--- src/hw/rtl/pps_pkg.sv ---
// Shared types and constants for the preemptive priority scheduler.
// No dependencies; every other file of the block imports this package.
`timescale 1ns / 1ps
`default_nettype none

package pps_pkg;

  localparam int unsigned TagWidth        = 8;
  localparam int unsigned FieldWidth      = 16;
  localparam int unsigned SlotsDefault    = 16;
  localparam int unsigned TimeBitsDefault = 16;

  localparam logic OpLoad = 1'b0;
  localparam logic OpTick = 1'b1;

  typedef enum logic [1:0] {
    PPS_IDLE,
    PPS_SCAN,
    PPS_DONE
  } pps_state_e;

  typedef struct packed {
    logic                  operation;
    logic [TagWidth-1:0]   process_tag;
    logic [FieldWidth-1:0] arrival_time;
    logic [FieldWidth-1:0] burst_length;
    logic [FieldWidth-1:0] priority_level;
  } in_word_t;

  typedef struct packed {
    logic                  idle;
    logic [TagWidth-1:0]   run_tag;
    logic                  finished;
    logic [FieldWidth-1:0] completion_time;
    logic [FieldWidth-1:0] turnaround_time;
    logic [FieldWidth-1:0] waiting_time;
    logic                  all_done;
  } out_word_t;

  // Best candidate so far, handed from cell to cell during a scan.
  typedef struct packed {
    logic                  found;
    logic [TagWidth-1:0]   tag;
    logic [FieldWidth-1:0] arrival;
    logic [FieldWidth-1:0] burst;
    logic [FieldWidth-1:0] remaining;
    logic [FieldWidth-1:0] prio;
  } token_t;

endpackage

`default_nettype wire

--- src/hw/rtl/pps_if.sv ---
// Handshake interfaces for the scheduler: input word channel and result channel.
// Depends on pps_pkg for the word types.
`timescale 1ns / 1ps
`default_nettype none

interface pps_in_if;
  import pps_pkg::*;
  logic     valid;
  logic     ready;
  in_word_t word;
  modport source (output valid, output word, input ready);
  modport sink   (input valid, input word, output ready);
endinterface

interface pps_out_if;
  import pps_pkg::*;
  logic      valid;
  logic      ready;
  out_word_t word;
  modport source (output valid, output word, input ready);
  modport sink   (input valid, input word, output ready);
endinterface

`default_nettype wire

--- src/hw/rtl/pps_cell.sv ---
// One slot of the scheduler table with its link of the candidate chain.
// Depends on pps_pkg for the token type and field widths.
`timescale 1ns / 1ps
`default_nettype none

module pps_cell #(
  parameter int unsigned TIME_BITS = pps_pkg::TimeBitsDefault,
  parameter int unsigned IDX_BITS  = 4,
  parameter int unsigned CELL_ID   = 0
) (
  input  wire logic                 clk_i,
  input  wire logic                 rst_ni,
  input  wire logic [TIME_BITS-1:0] cur_time_i,
  input  wire logic                 loaded_i,
  input  wire logic                 wr_en_i,
  input  wire pps_pkg::in_word_t    wr_word_i,
  input  wire logic                 dec_en_i,
  input  wire pps_pkg::token_t      tok_i,
  input  wire logic [IDX_BITS-1:0]  slot_i,
  output pps_pkg::token_t           tok_o,
  output logic      [IDX_BITS-1:0]  slot_o
);
  import pps_pkg::*;

  localparam int unsigned TW = (TIME_BITS > FieldWidth) ? TIME_BITS : FieldWidth;

  logic [TagWidth-1:0]   tag_q;
  logic [FieldWidth-1:0] arrival_q, burst_q, remaining_q, prio_q;
  logic                  eligible, better;
  logic                  found_d, found_q;
  token_t                tok_d, tok_q;
  logic [IDX_BITS-1:0]   slot_d, slot_q;

  always_ff @(posedge clk_i) begin
    if (wr_en_i) begin
      tag_q       <= wr_word_i.process_tag;
      arrival_q   <= wr_word_i.arrival_time;
      burst_q     <= wr_word_i.burst_length;
      remaining_q <= wr_word_i.burst_length;
      prio_q      <= wr_word_i.priority_level;
    end else if (dec_en_i) begin
      remaining_q <= remaining_q - 1'b1;
    end
  end

  always_comb begin
    eligible = loaded_i && (remaining_q != '0) &&
               (TW'(arrival_q) <= TW'(cur_time_i));
    // keep the incoming candidate on a full tie: it sits in a lower slot
    better = eligible && (!tok_i.found || (prio_q < tok_i.prio) ||
             ((prio_q == tok_i.prio) && (arrival_q < tok_i.arrival)));
    found_d = better || tok_i.found;
    if (better) begin
      tok_d.found     = 1'b1;
      tok_d.tag       = tag_q;
      tok_d.arrival   = arrival_q;
      tok_d.burst     = burst_q;
      tok_d.remaining = remaining_q;
      tok_d.prio      = prio_q;
      slot_d          = IDX_BITS'(CELL_ID);
    end else begin
      tok_d  = tok_i;
      slot_d = slot_i;
    end
  end

  always_ff @(posedge clk_i or negedge rst_ni) begin
    if (!rst_ni) begin
      found_q <= 1'b0;
    end else begin
      found_q <= found_d;
    end
  end

  always_ff @(posedge clk_i) begin
    tok_q  <= tok_d;
    slot_q <= slot_d;
  end

  always_comb begin
    tok_o       = tok_q;
    tok_o.found = found_q;
    slot_o      = slot_q;
  end

endmodule

`default_nettype wire

--- src/hw/rtl/preemptive_priority_scheduler_core.sv ---
// Top level of the preemptive priority scheduler: control, clock of ticks, result register.
// Depends on pps_pkg, pps_if (pps_in_if, pps_out_if) and pps_cell.
`timescale 1ns / 1ps
`default_nettype none

// Channel   Dir  Interface    Word
// in_i      in   pps_in_if    operation, process_tag, arrival_time, burst_length, priority_level
// out_o     out  pps_out_if   idle, run_tag, finished, completion, turnaround, waiting, all_done
//
// A load word yields no result. A tick word is accepted, the candidate token then ripples
// down the chain of slot cells (one cell per cycle), and the winner is then committed and
// the result register written. The commit stalls while the result register holds a word
// not yet taken; loads and the acceptance of further words are not blocked by a waiting
// result except at commit. Reset clears time, counts, control state and the result valid
// flag; slot contents are left as they are and only slots below the load count are ever
// looked at.

module preemptive_priority_scheduler_core #(
  parameter int unsigned SLOTS     = pps_pkg::SlotsDefault,
  parameter int unsigned TIME_BITS = pps_pkg::TimeBitsDefault
) (
  input wire logic clk_i,
  input wire logic rst_ni,
  pps_in_if.sink   in_i,
  pps_out_if.source out_o
);
  import pps_pkg::*;

  localparam int unsigned IDX_BITS = (SLOTS > 1) ? $clog2(SLOTS) : 1;
  localparam int unsigned CNT_BITS = $clog2(SLOTS + 1);
  localparam int unsigned TW       = (TIME_BITS > FieldWidth) ? TIME_BITS : FieldWidth;
  localparam logic [TIME_BITS-1:0] TimeMax = {TIME_BITS{1'b1}};

  pps_state_e state_q, state_d;
  logic [IDX_BITS-1:0]  scan_cnt_q, scan_cnt_d;
  logic [TIME_BITS-1:0] cur_time_q, cur_time_d, time_next;
  logic [CNT_BITS-1:0]  loaded_q, loaded_d, finished_q, finished_d;
  logic                 out_valid_q, out_valid_d;
  out_word_t            out_word_q, out_word_d;

  logic                 accept, do_load, commit, done_now;
  logic [SLOTS-1:0]     loaded_vec, wr_vec, dec_vec;
  token_t               tok   [SLOTS+1];
  logic [IDX_BITS-1:0]  slot  [SLOTS+1];
  token_t               win;
  logic [TW-1:0]        compl_ext, turn_ext, burst_ext;

  assign accept   = in_i.valid && in_i.ready;
  assign do_load  = accept && (in_i.word.operation == OpLoad) &&
                    (loaded_q != CNT_BITS'(SLOTS));
  assign in_i.ready = (state_q == PPS_IDLE);

  // head of the chain: no candidate yet
  assign tok[0]  = '0;
  assign slot[0] = '0;
  assign win     = tok[SLOTS];

  for (genvar i = 0; i < SLOTS; i++) begin : g_cell
    assign loaded_vec[i] = (CNT_BITS'(i) < loaded_q);
    assign wr_vec[i]     = do_load && (loaded_q == CNT_BITS'(i));
    assign dec_vec[i]    = commit && win.found && (slot[SLOTS] == IDX_BITS'(i));

    pps_cell #(
      .TIME_BITS (TIME_BITS),
      .IDX_BITS  (IDX_BITS),
      .CELL_ID   (i)
    ) u_cell (
      .clk_i      (clk_i),
      .rst_ni     (rst_ni),
      .cur_time_i (cur_time_q),
      .loaded_i   (loaded_vec[i]),
      .wr_en_i    (wr_vec[i]),
      .wr_word_i  (in_i.word),
      .dec_en_i   (dec_vec[i]),
      .tok_i      (tok[i]),
      .slot_i     (slot[i]),
      .tok_o      (tok[i+1]),
      .slot_o     (slot[i+1])
    );
  end

  // saturating clock of ticks
  assign time_next = (cur_time_q == TimeMax) ? cur_time_q : cur_time_q + 1'b1;

  always_comb begin
    compl_ext = TW'(time_next);
    burst_ext = TW'(win.burst);
    turn_ext  = compl_ext - TW'(win.arrival);
    done_now  = win.found && (win.remaining == FieldWidth'(1));
  end

  always_comb begin
    state_d     = state_q;
    scan_cnt_d  = scan_cnt_q;
    cur_time_d  = cur_time_q;
    loaded_d    = loaded_q;
    finished_d  = finished_q;
    out_valid_d = out_valid_q;
    out_word_d  = out_word_q;
    commit      = 1'b0;

    // drop the result word once it is taken
    if (out_valid_q && out_o.ready) begin
      out_valid_d = 1'b0;
    end

    case (state_q)
      PPS_IDLE: begin
        if (accept) begin
          if (in_i.word.operation == OpTick) begin
            state_d    = PPS_SCAN;
            scan_cnt_d = '0;
          end else if (do_load) begin
            loaded_d = loaded_q + 1'b1;
            // a process with no burst counts as finished at once
            if (in_i.word.burst_length == '0) begin
              finished_d = finished_q + 1'b1;
            end
          end
        end
      end
      PPS_SCAN: begin
        scan_cnt_d = scan_cnt_q + 1'b1;
        if (scan_cnt_q == IDX_BITS'(SLOTS - 1)) begin
          state_d = PPS_DONE;
        end
      end
      PPS_DONE: begin
        // hold the winner until the result register is free
        if (!out_valid_q || out_o.ready) begin
          commit     = 1'b1;
          state_d    = PPS_IDLE;
          cur_time_d = time_next;
          if (done_now) begin
            finished_d = finished_q + 1'b1;
          end
          out_valid_d                = 1'b1;
          out_word_d                 = '0;
          out_word_d.idle            = !win.found;
          out_word_d.run_tag         = win.found ? win.tag : '0;
          out_word_d.finished        = done_now;
          if (done_now) begin
            out_word_d.completion_time = compl_ext[FieldWidth-1:0];
            out_word_d.turnaround_time = turn_ext[FieldWidth-1:0];
            out_word_d.waiting_time    = (turn_ext >= burst_ext) ?
                                         FieldWidth'(turn_ext - burst_ext) : '0;
          end
          out_word_d.all_done = (finished_d == loaded_q);
        end
      end
      default: begin
        state_d = PPS_IDLE;
      end
    endcase
  end

  always_ff @(posedge clk_i or negedge rst_ni) begin
    if (!rst_ni) begin
      state_q     <= PPS_IDLE;
      scan_cnt_q  <= '0;
      cur_time_q  <= '0;
      loaded_q    <= '0;
      finished_q  <= '0;
      out_valid_q <= 1'b0;
    end else begin
      state_q     <= state_d;
      scan_cnt_q  <= scan_cnt_d;
      cur_time_q  <= cur_time_d;
      loaded_q    <= loaded_d;
      finished_q  <= finished_d;
      out_valid_q <= out_valid_d;
    end
  end

  always_ff @(posedge clk_i) begin
    out_word_q <= out_word_d;
  end

  assign out_o.valid = out_valid_q;
  assign out_o.word  = out_word_q;

  // table never overfills and never reports more finished than loaded
  a_load_bound: assert property (@(posedge clk_i) disable iff (!rst_ni)
    (loaded_q <= CNT_BITS'(SLOTS)) && (finished_q <= loaded_q))
    else $error("slot counts out of range");

  // time only moves forward, and only on a commit
  a_time_mono: assert property (@(posedge clk_i) disable iff (!rst_ni)
    !commit |=> (cur_time_q == $past(cur_time_q)))
    else $error("time moved without a tick");

  // a commit always leaves a fresh result word behind
  a_commit_out: assert property (@(posedge clk_i) disable iff (!rst_ni)
    commit |=> out_valid_q)
    else $error("tick committed without a result");

  // a completion is never reported on an idle tick
  a_fin_idle: assert property (@(posedge clk_i) disable iff (!rst_ni)
    out_valid_q |-> !(out_word_q.finished && out_word_q.idle))
    else $error("finished reported on idle tick");

  // no new word is taken while a tick is in flight
  a_busy: assert property (@(posedge clk_i) disable iff (!rst_ni)
    (state_q == PPS_SCAN || state_q == PPS_DONE) |-> !accept)
    else $error("word accepted during a tick");

endmodule

`default_nettype wire

--- src/flat_wrapper.sv ---
// flat-port wrapper written by rule: the top's interface ports become plain ports
module preemptive_priority_scheduler_core_flat import pps_pkg::*;
#(
  parameter int unsigned SLOTS     = pps_pkg::SlotsDefault,
  parameter int unsigned TIME_BITS = pps_pkg::TimeBitsDefault
)
  (clk_i, rst_ni, in_i_valid, in_i_word, in_i_ready, out_o_valid, out_o_word, out_o_ready);
  pps_in_if in_i_i ();
  pps_out_if out_o_i ();
  input wire logic clk_i;
  input wire logic rst_ni;
  input wire logic [$bits(in_i_i.valid)-1:0] in_i_valid;
  input wire logic [$bits(in_i_i.word)-1:0] in_i_word;
  output wire logic [$bits(in_i_i.ready)-1:0] in_i_ready;
  output wire logic [$bits(out_o_i.valid)-1:0] out_o_valid;
  output wire logic [$bits(out_o_i.word)-1:0] out_o_word;
  input wire logic [$bits(out_o_i.ready)-1:0] out_o_ready;
  assign in_i_i.valid = in_i_valid;
  assign in_i_i.word = in_i_word;
  assign in_i_ready = in_i_i.ready;
  assign out_o_valid = out_o_i.valid;
  assign out_o_word = out_o_i.word;
  assign out_o_i.ready = out_o_ready;
  preemptive_priority_scheduler_core #(.SLOTS(SLOTS), .TIME_BITS(TIME_BITS)) u_core (.clk_i(clk_i), .rst_ni(rst_ni), .in_i(in_i_i), .out_o(out_o_i));
endmodule
--- config.mk ---
export PLATFORM = sky130hd
export DESIGN_NAME = preemptive_priority_scheduler_core_flat
export DESIGN_NICKNAME = d
export VERILOG_FILES = /design/src/hw/rtl/pps_pkg.sv /design/src/hw/rtl/pps_if.sv /design/src/hw/rtl/pps_cell.sv /design/src/hw/rtl/preemptive_priority_scheduler_core.sv /design/src/flat_wrapper.sv
export SDC_FILE = /design/constraint.sdc
export NUM_CORES = 2
export LEC_CHECK = 0
export BUFFER_PORTS_ARGS = -buffer_cell sky130_fd_sc_hd__buf_2
export CAP_MARGIN = 5
export CELL_PAD_IN_SITES_DETAIL_PLACEMENT = 0
export CELL_PAD_IN_SITES_GLOBAL_PLACEMENT = 2
export CORE_MARGIN = 2
export CORE_UTILIZATION = 49
export DETAILED_ROUTE_END_ITERATION = 12
export GPL_TIMING_DRIVEN = 1
export PLACE_DENSITY = 0.95
export SLEW_MARGIN = 10
export SYNTH_ARGS = -nofsm -noshare
export SYNTH_HDL_FRONTEND = slang
export SYNTH_HIERARCHICAL = 1
export SYNTH_SLANG_ARGS = --single-unit
--- constraint.sdc ---
create_clock -name clk_i -period 17.1 [get_ports clk_i]
set_input_delay 1.71 -clock clk_i [delete_from_list [all_inputs] [get_ports clk_i]]
set_output_delay 1.71 -clock clk_i [all_outputs]
set_load 0.1 [all_outputs]
# Yosys cells after proc, flatten, opt, wreduce, memory -nomap -nowiden

Index checks and enable logic that the tools add are counted.

Bits in registers: 2,456
Output and inout bits: 61
Word-level logic and storage cells: 626

$add $sub $neg: 22
Magnitude comparators: 63
Eq/ne operators: 59
Muxes and demuxes: 71
Bitwise operators: 1
Reduce and logical (&&, ||, !) cells: 207

Operator list:

| kind                    | number |
|---|---|
| $mux W72                | 15 |
| $mux W16                | 33 |
| $lt A16 B16 Y1          | 30 |
| $le A16 B16 Y1          | 16 |
| $reduce_bool A16 Y1     | 16 |
| $sub A16 B1 Y16 const B | 16 |
| $eq A16 B16 Y1          | 15 |
| $logic_and A1 B1 Y1     | 100 |
| $logic_or A1 B1 Y1      | 46 |
| $eq A5 B4 Y1 const B    | 8 |
| $lt A4 B5 Y1 const A    | 8 |
| $mux W5                 | 8 |
| $eq A4 B4 Y1 const B    | 9 |
| $reduce_bool A2 Y1      | 18 |
| $sub A16 B16 Y16        | 2 |
| $eq A5 B3 Y1 const B    | 4 |
| $lt A3 B5 Y1 const A    | 4 |
| $logic_not A1 Y1        | 17 |
| $add A16 B1 Y16 const B | 1 |
| $eq A16 B1 Y1 const B   | 1 |
| $eq A16 B16 Y1 const B  | 1 |
| $eq A4 B3 Y1 const B    | 4 |
| $ge A16 B16 Y1          | 1 |
| $logic_not A16 Y1       | 1 |
| 28 further kinds        | 49 |

# Logic depth before layout (Yosys ltp)

Depth after elaboration: 8
Gate-level depth with buffers: 23

# Modules after synthesis

Netlist, hierarchy kept.

Modules (own cells, without submodules):

| module                                   | times used | cells each | area each (um2) | seq. area each (um2) |
|---|---|---|---|---|
| pps_cell at u_core.g_cell[10].u_cell ... | 15         | 474        | 6,232.2         | 3,708.6 |
| pps_cell at u_core.g_cell[0].u_cell      | 1          | 474        | 6,236.0         | 3,708.6 |
| preemptive_priority_scheduler_core       | 1          | 650        | 6,012.0         | 2,597.5 |

# Worst setup path before layout

Ideal clock, no wire load.

Path type: input -> register
Start: input port in_i_valid
End: register u_core.g_cell[13].u_cell.remaining_q[0] (enable)
Library setup time: 0.340 ns
Arrival: 9.017 ns
Required time: 16.760 ns
Path slack: 7.743 ns
Cell stages on the path: 6
Path through: nor2b_1 > o311a_1 > clkbuf_1 > nand2_1 > nor4_1 > or2_2

Cells in the longest elaborated chain, start to end: 5

RTL lines:

| element                             | RTL line                                 | source |
|---|---|---|
| start, declared                     | flat_wrapper.sv:12                       | `input wire logic [$bits(in_i_i.valid)-1:0] in_i_valid;` |
| $logic_and A1 B1 Y1                 | preemptive_priority_scheduler_core.sv:48 | `assign accept = in_i.valid && in_i.ready;` |
| $logic_and A1 B1 Y1 (2 in a row)    | preemptive_priority_scheduler_core.sv:49 | `assign do_load = accept && (in_i.word.operation == OpLoad) &&` |
| $logic_and A1 B1 Y1                 | preemptive_priority_scheduler_core.sv:60 | `assign wr_vec[i] = do_load && (loaded_q == CNT_BITS'(i));` |
| via u_core.wr_vec[13]               | preemptive_priority_scheduler_core.sv:42 | `logic [SLOTS-1:0] loaded_vec, wr_vec, dec_vec;` |
| $reduce_bool A2 Y1 (no source line) | --                                       |  |
| end signal, assigned                | pps_cell.sv:39                           | `remaining_q <= wr_word_i.burst_length;` |
| end signal, assigned                | pps_cell.sv:42                           | `remaining_q <= remaining_q - 1'b1;` |
| end, declared                       | pps_cell.sv:28                           | `logic [FieldWidth-1:0] arrival_q, burst_q, remaining_q, prio_q;` |

The timed path passes the listed nets, and every way through them passes these cells.
A chain may end at the register's enable or synchronous reset.

# Worst setup path after layout

Start: register u_core.cur_time_q[10]
End: register u_core.out_word_q, in the netlist u_core/out_o.word[4] (data pin)

Cells in the longest elaborated chain, start to end: 5
Elaborated cells between the ends (all ways): 7

RTL lines:

| element                                                  | RTL line                                  | source |
|---|---|---|
| start, declared                                          | preemptive_priority_scheduler_core.sv:36  | `logic [TIME_BITS-1:0] cur_time_q, cur_time_d, time_next;` |
| start signal, assigned                                   | preemptive_priority_scheduler_core.sv:168 | `cur_time_q <= cur_time_d;` |
| $add A16 B1 Y16 / $eq A16 B16 Y1 (equally long branches) | preemptive_priority_scheduler_core.sv:83  | `assign time_next = (cur_time_q == TimeMax) ? cur_time_q : cur_time_q + 1'b1;` |
| $mux W16 *                                               | preemptive_priority_scheduler_core.sv:83  |  |
| $sub A16 B16 Y16 *                                       | preemptive_priority_scheduler_core.sv:88  | `turn_ext = compl_ext - TW'(win.arrival);` |
| via u_core.turn_ext[12]                                  | preemptive_priority_scheduler_core.sv:46  | `logic [TW-1:0] compl_ext, turn_ext, burst_ext;` |
| $ge A16 B16 Y1 *                                         | preemptive_priority_scheduler_core.sv:145 | `out_word_d.waiting_time = (turn_ext >= burst_ext) ?` |
| $reduce_and A2 Y1 (no source line) *                     | --                                        |  |
| end signal, assigned                                     | preemptive_priority_scheduler_core.sv:176 | `out_word_q <= out_word_d;` |
| end, declared                                            | preemptive_priority_scheduler_core.sv:39  | `out_word_t out_word_q, out_word_d;` |

Mark *: on every way through the listed nets, which the timed path passes. The rest lies on a longest branch.

==> impl_metrics.env <==
export IMPL_status="finished, final reports clean"
export IMPL_drt_iter0_drc=4249
export IMPL_grt_pass1_vias=63740
export IMPL_hold_depth=1
export IMPL_cts_root_buf="clkbuf_16"
export IMPL_timing_rr_end="u_core/out_o.word[4]"
export IMPL_firstDrtPassIters=6
export IMPL_start_util_pct=49.18
export IMPL_place_area_um2=109300
export IMPL_reg2regPathDepth=18
export IMPL_cts_tree="done"
export IMPL_p_comb_share_pct=21.7
export IMPL_synthCells=8201
export IMPL_seq_area_um2=61610
export IMPL_required_ps=17680
export IMPL_grt_ovfl_total=0
export IMPL_setup_worst_path_start="u_core/cur_time_q[10]"
export IMPL_crit_path_end_kind="flop"
export IMPL_critical_path_class="flop to flop"
export IMPL_fp_dieArea_um2=218500
export IMPL_r2r_start="u_core/cur_time_q[10]"
export IMPL_slew_headroom_pct=15.89
export IMPL_fillCellCount=17570
export IMPL_clk_latency_ps=920
export IMPL_finalSetupViolCount=0
export IMPL_drc=0
export IMPL_synth_avg_cell_area_um2=12.83
export IMPL_grt_pass1_wl_um=366600
export IMPL_vdd_ir_drop_max_v=0.0001182
export IMPL_numClockSinks=2460
export IMPL_post_route_period_util_pct=39.35
export IMPL_io_buffers=121
export IMPL_final_area_um2=118000
export IMPL_seqPwrFrac_pct=46.2
export IMPL_period_minus_slack_ps=6729
export IMPL_clockBufferDepth=4
export IMPL_ant_nets=0
export IMPL_ios=122
export IMPL_switchingPower_mw=4.954
export IMPL_use_met1_pct=28.46
export IMPL_min_from="u_core/g_cell[13].u_cell/slot_o[2]"
export IMPL_hold_path_class="flop to flop"
export IMPL_hold_viol=0
export IMPL_postCtsSetupBuffers=0
export IMPL_path_clk_slew_ps=70
export IMPL_worst_setup_path_start_kind="flop"
export IMPL_place_congestion=0.8749
export IMPL_hold_path_end="u_core/g_cell[14].u_cell/slot_o[2]"
export IMPL_vias_per_cell=5.320
export IMPL_num_rows=170
export IMPL_crit_path_max_fanout=21
export IMPL_top_usage_layer="met2"
export IMPL_syn_area_um2=105200
export IMPL_die_w_um=467.4
export IMPL_cp_data_arrival_time_ps=7310
export IMPL_drv_slew=0
export IMPL_routedWlPerCell_um=20.41
export IMPL_htree_levels=5
export IMPL_maxCapViolations=0
export IMPL_wirelength_um=237500
export IMPL_dieHeight_um=467.4
export IMPL_grt_util_all_layers_pct=21.63
export IMPL_vias=61890
export IMPL_p_leak_nw=45.27
export IMPL_drive_above_1_share_pct=14.77
export IMPL_cts_hold_buffers=0
export IMPL_p_int_mw=12.83
export IMPL_tightest_slew_ps=1230
export IMPL_fin_skew_ps=72.58
export IMPL_p_clk_share_pct=32.0
export IMPL_grt_max_degree=90
export IMPL_nets=9455
export IMPL_antenna_found_initial=8
export IMPL_cts_buffers_inserted=275
export IMPL_dp_hpwl_um=169000
export IMPL_post_cts_resized=0
export IMPL_fmax_mhz=148.6
export IMPL_grt_util_met2_pct=37.46
export IMPL_rsz0062_at_grt="no"
export IMPL_multi_input_area_um2=39650
export IMPL_area_delta_synth_final_pct=12.18
export IMPL_core_um2=214000
export IMPL_reg2reg_slack_ps=10370
export IMPL_setup_tns_ps=0
export IMPL_power_density_nw_per_um2=150.6
export IMPL_utilization_pct=55.17
export IMPL_switching_share_pct=27.86
export IMPL_grt_use_met3_pct=2.575
export IMPL_synth_warnings=6
[registers in the layout, summed over array words and instances (netlist names), 16 cells and up]
name and cells:
u_core/g_cell.u_cell/arrival_q 256, u_core/g_cell.u_cell/prio_q 256, u_core/g_cell.u_cell/tok_o 1136, u_core/g_cell.u_cell/remaining_q 256, u_core/g_cell.u_cell/found_q 16, u_core/g_cell.u_cell/burst_q 256, u_core/cur_time_q 16, u_core/g_cell.u_cell/slot_o 64
u_core/out_o.word 59, u_core/g_cell.u_cell/tag_q 128
[metrics by stage]
step	hold WS (ps)	cells	total power, mW	setup slack (ps)
after floorplan	392.5	8310	10.90	7743
after global placement	396.1	11150	12.09	10370
after detailed placement	399.4	11150	12.18	10440
after CTS	397.8	11630	17.94	10420
after global routing	407.3	11630	18.72	9966
final	401.7	11630	17.78	10370
[final cells by class]
class                   count  area share (%)
well taps                2838           3.008
diodes                      2        0.004240
multi-input cells        4787           33.59
clock inverters            77          0.5946
repair buffers            212           1.092
inverters                 851           2.707
clock buffers             405           6.807
flip-flops and latches   2460           52.20
[routing by layer]
layer / up-vias / share of wire [%] / wire [um]
li1: 29960 / - / -
met1: 30400 / 45 / 105900
met2: 1121 / 49 / 117200
met3: 413 / 3.5 / 8406
met4: 2 / 2.5 / 5880
met5: - / 0.0072 / 17
[worst max-delay path by stage]
stage | end | slack [ps]
2_1_floorplan | u_core/g_cell[13].u_cell/remaining_q[0] | 7740
3_3_place_gp | u_core/out_o.word[7] | 10370
3_5_place_dp | u_core/out_o.word[7] | 10440
4_1_cts | u_core/out_o.word[3] | 10420
5_1_grt | u_core/out_o.word[3] | 9970
6_report | u_core/out_o.word[4] | 10370
[cells in the final DEF (no fill, tap or decap), types with 91 or more instances in the layout]
cell / count
ha_1: 805
nor3_1: 140
o21ai_0: 362
a21oi_1: 266
edfxtp_1: 1211
buf_2: 121
clkbuf_16: 287
mux2_2: 561
conb_1: 110
inv_1: 850
dfxtp_1: 1200
nand4_1: 119
buf_4: 91
mux2_1: 576
nor2_1: 201
nand2_1: 453
xnor2_1: 201
[worst max-delay path: stages (launching register included)]
cell and delay [ps]:
dfrtp_1 930, nand4_1 330, nor2_1 290, nand3_1 470, xnor2_1 300, ha_1 250, fa_1 410, nor2b_1 130
o21ai_0 100, a21boi_0 510, o2111ai_1 320, a32oi_1 310, xor2_1 330, ha_1 370, and3_1 250, a221o_1 330
a21oi_1 140, a21o_1 530, a211oi_1 130
[power by group through the flow]
| stage | Combinational (mW) | Clock [mW] | Sequential [mW] |
|---|---|---|---|
| floorplan | 2.87 | 0 | 8.03 |
| global placement | 3.76 | 0 | 8.33 |
| detailed placement | 3.84 | 0 | 8.35 |
| CTS | 3.89 | 5.82 | 8.23 |
| global route | 4.32 | 6.05 | 8.35 |
| finish | 3.86 | 5.70 | 8.22 |
Power figures use the tool's default switching activity.
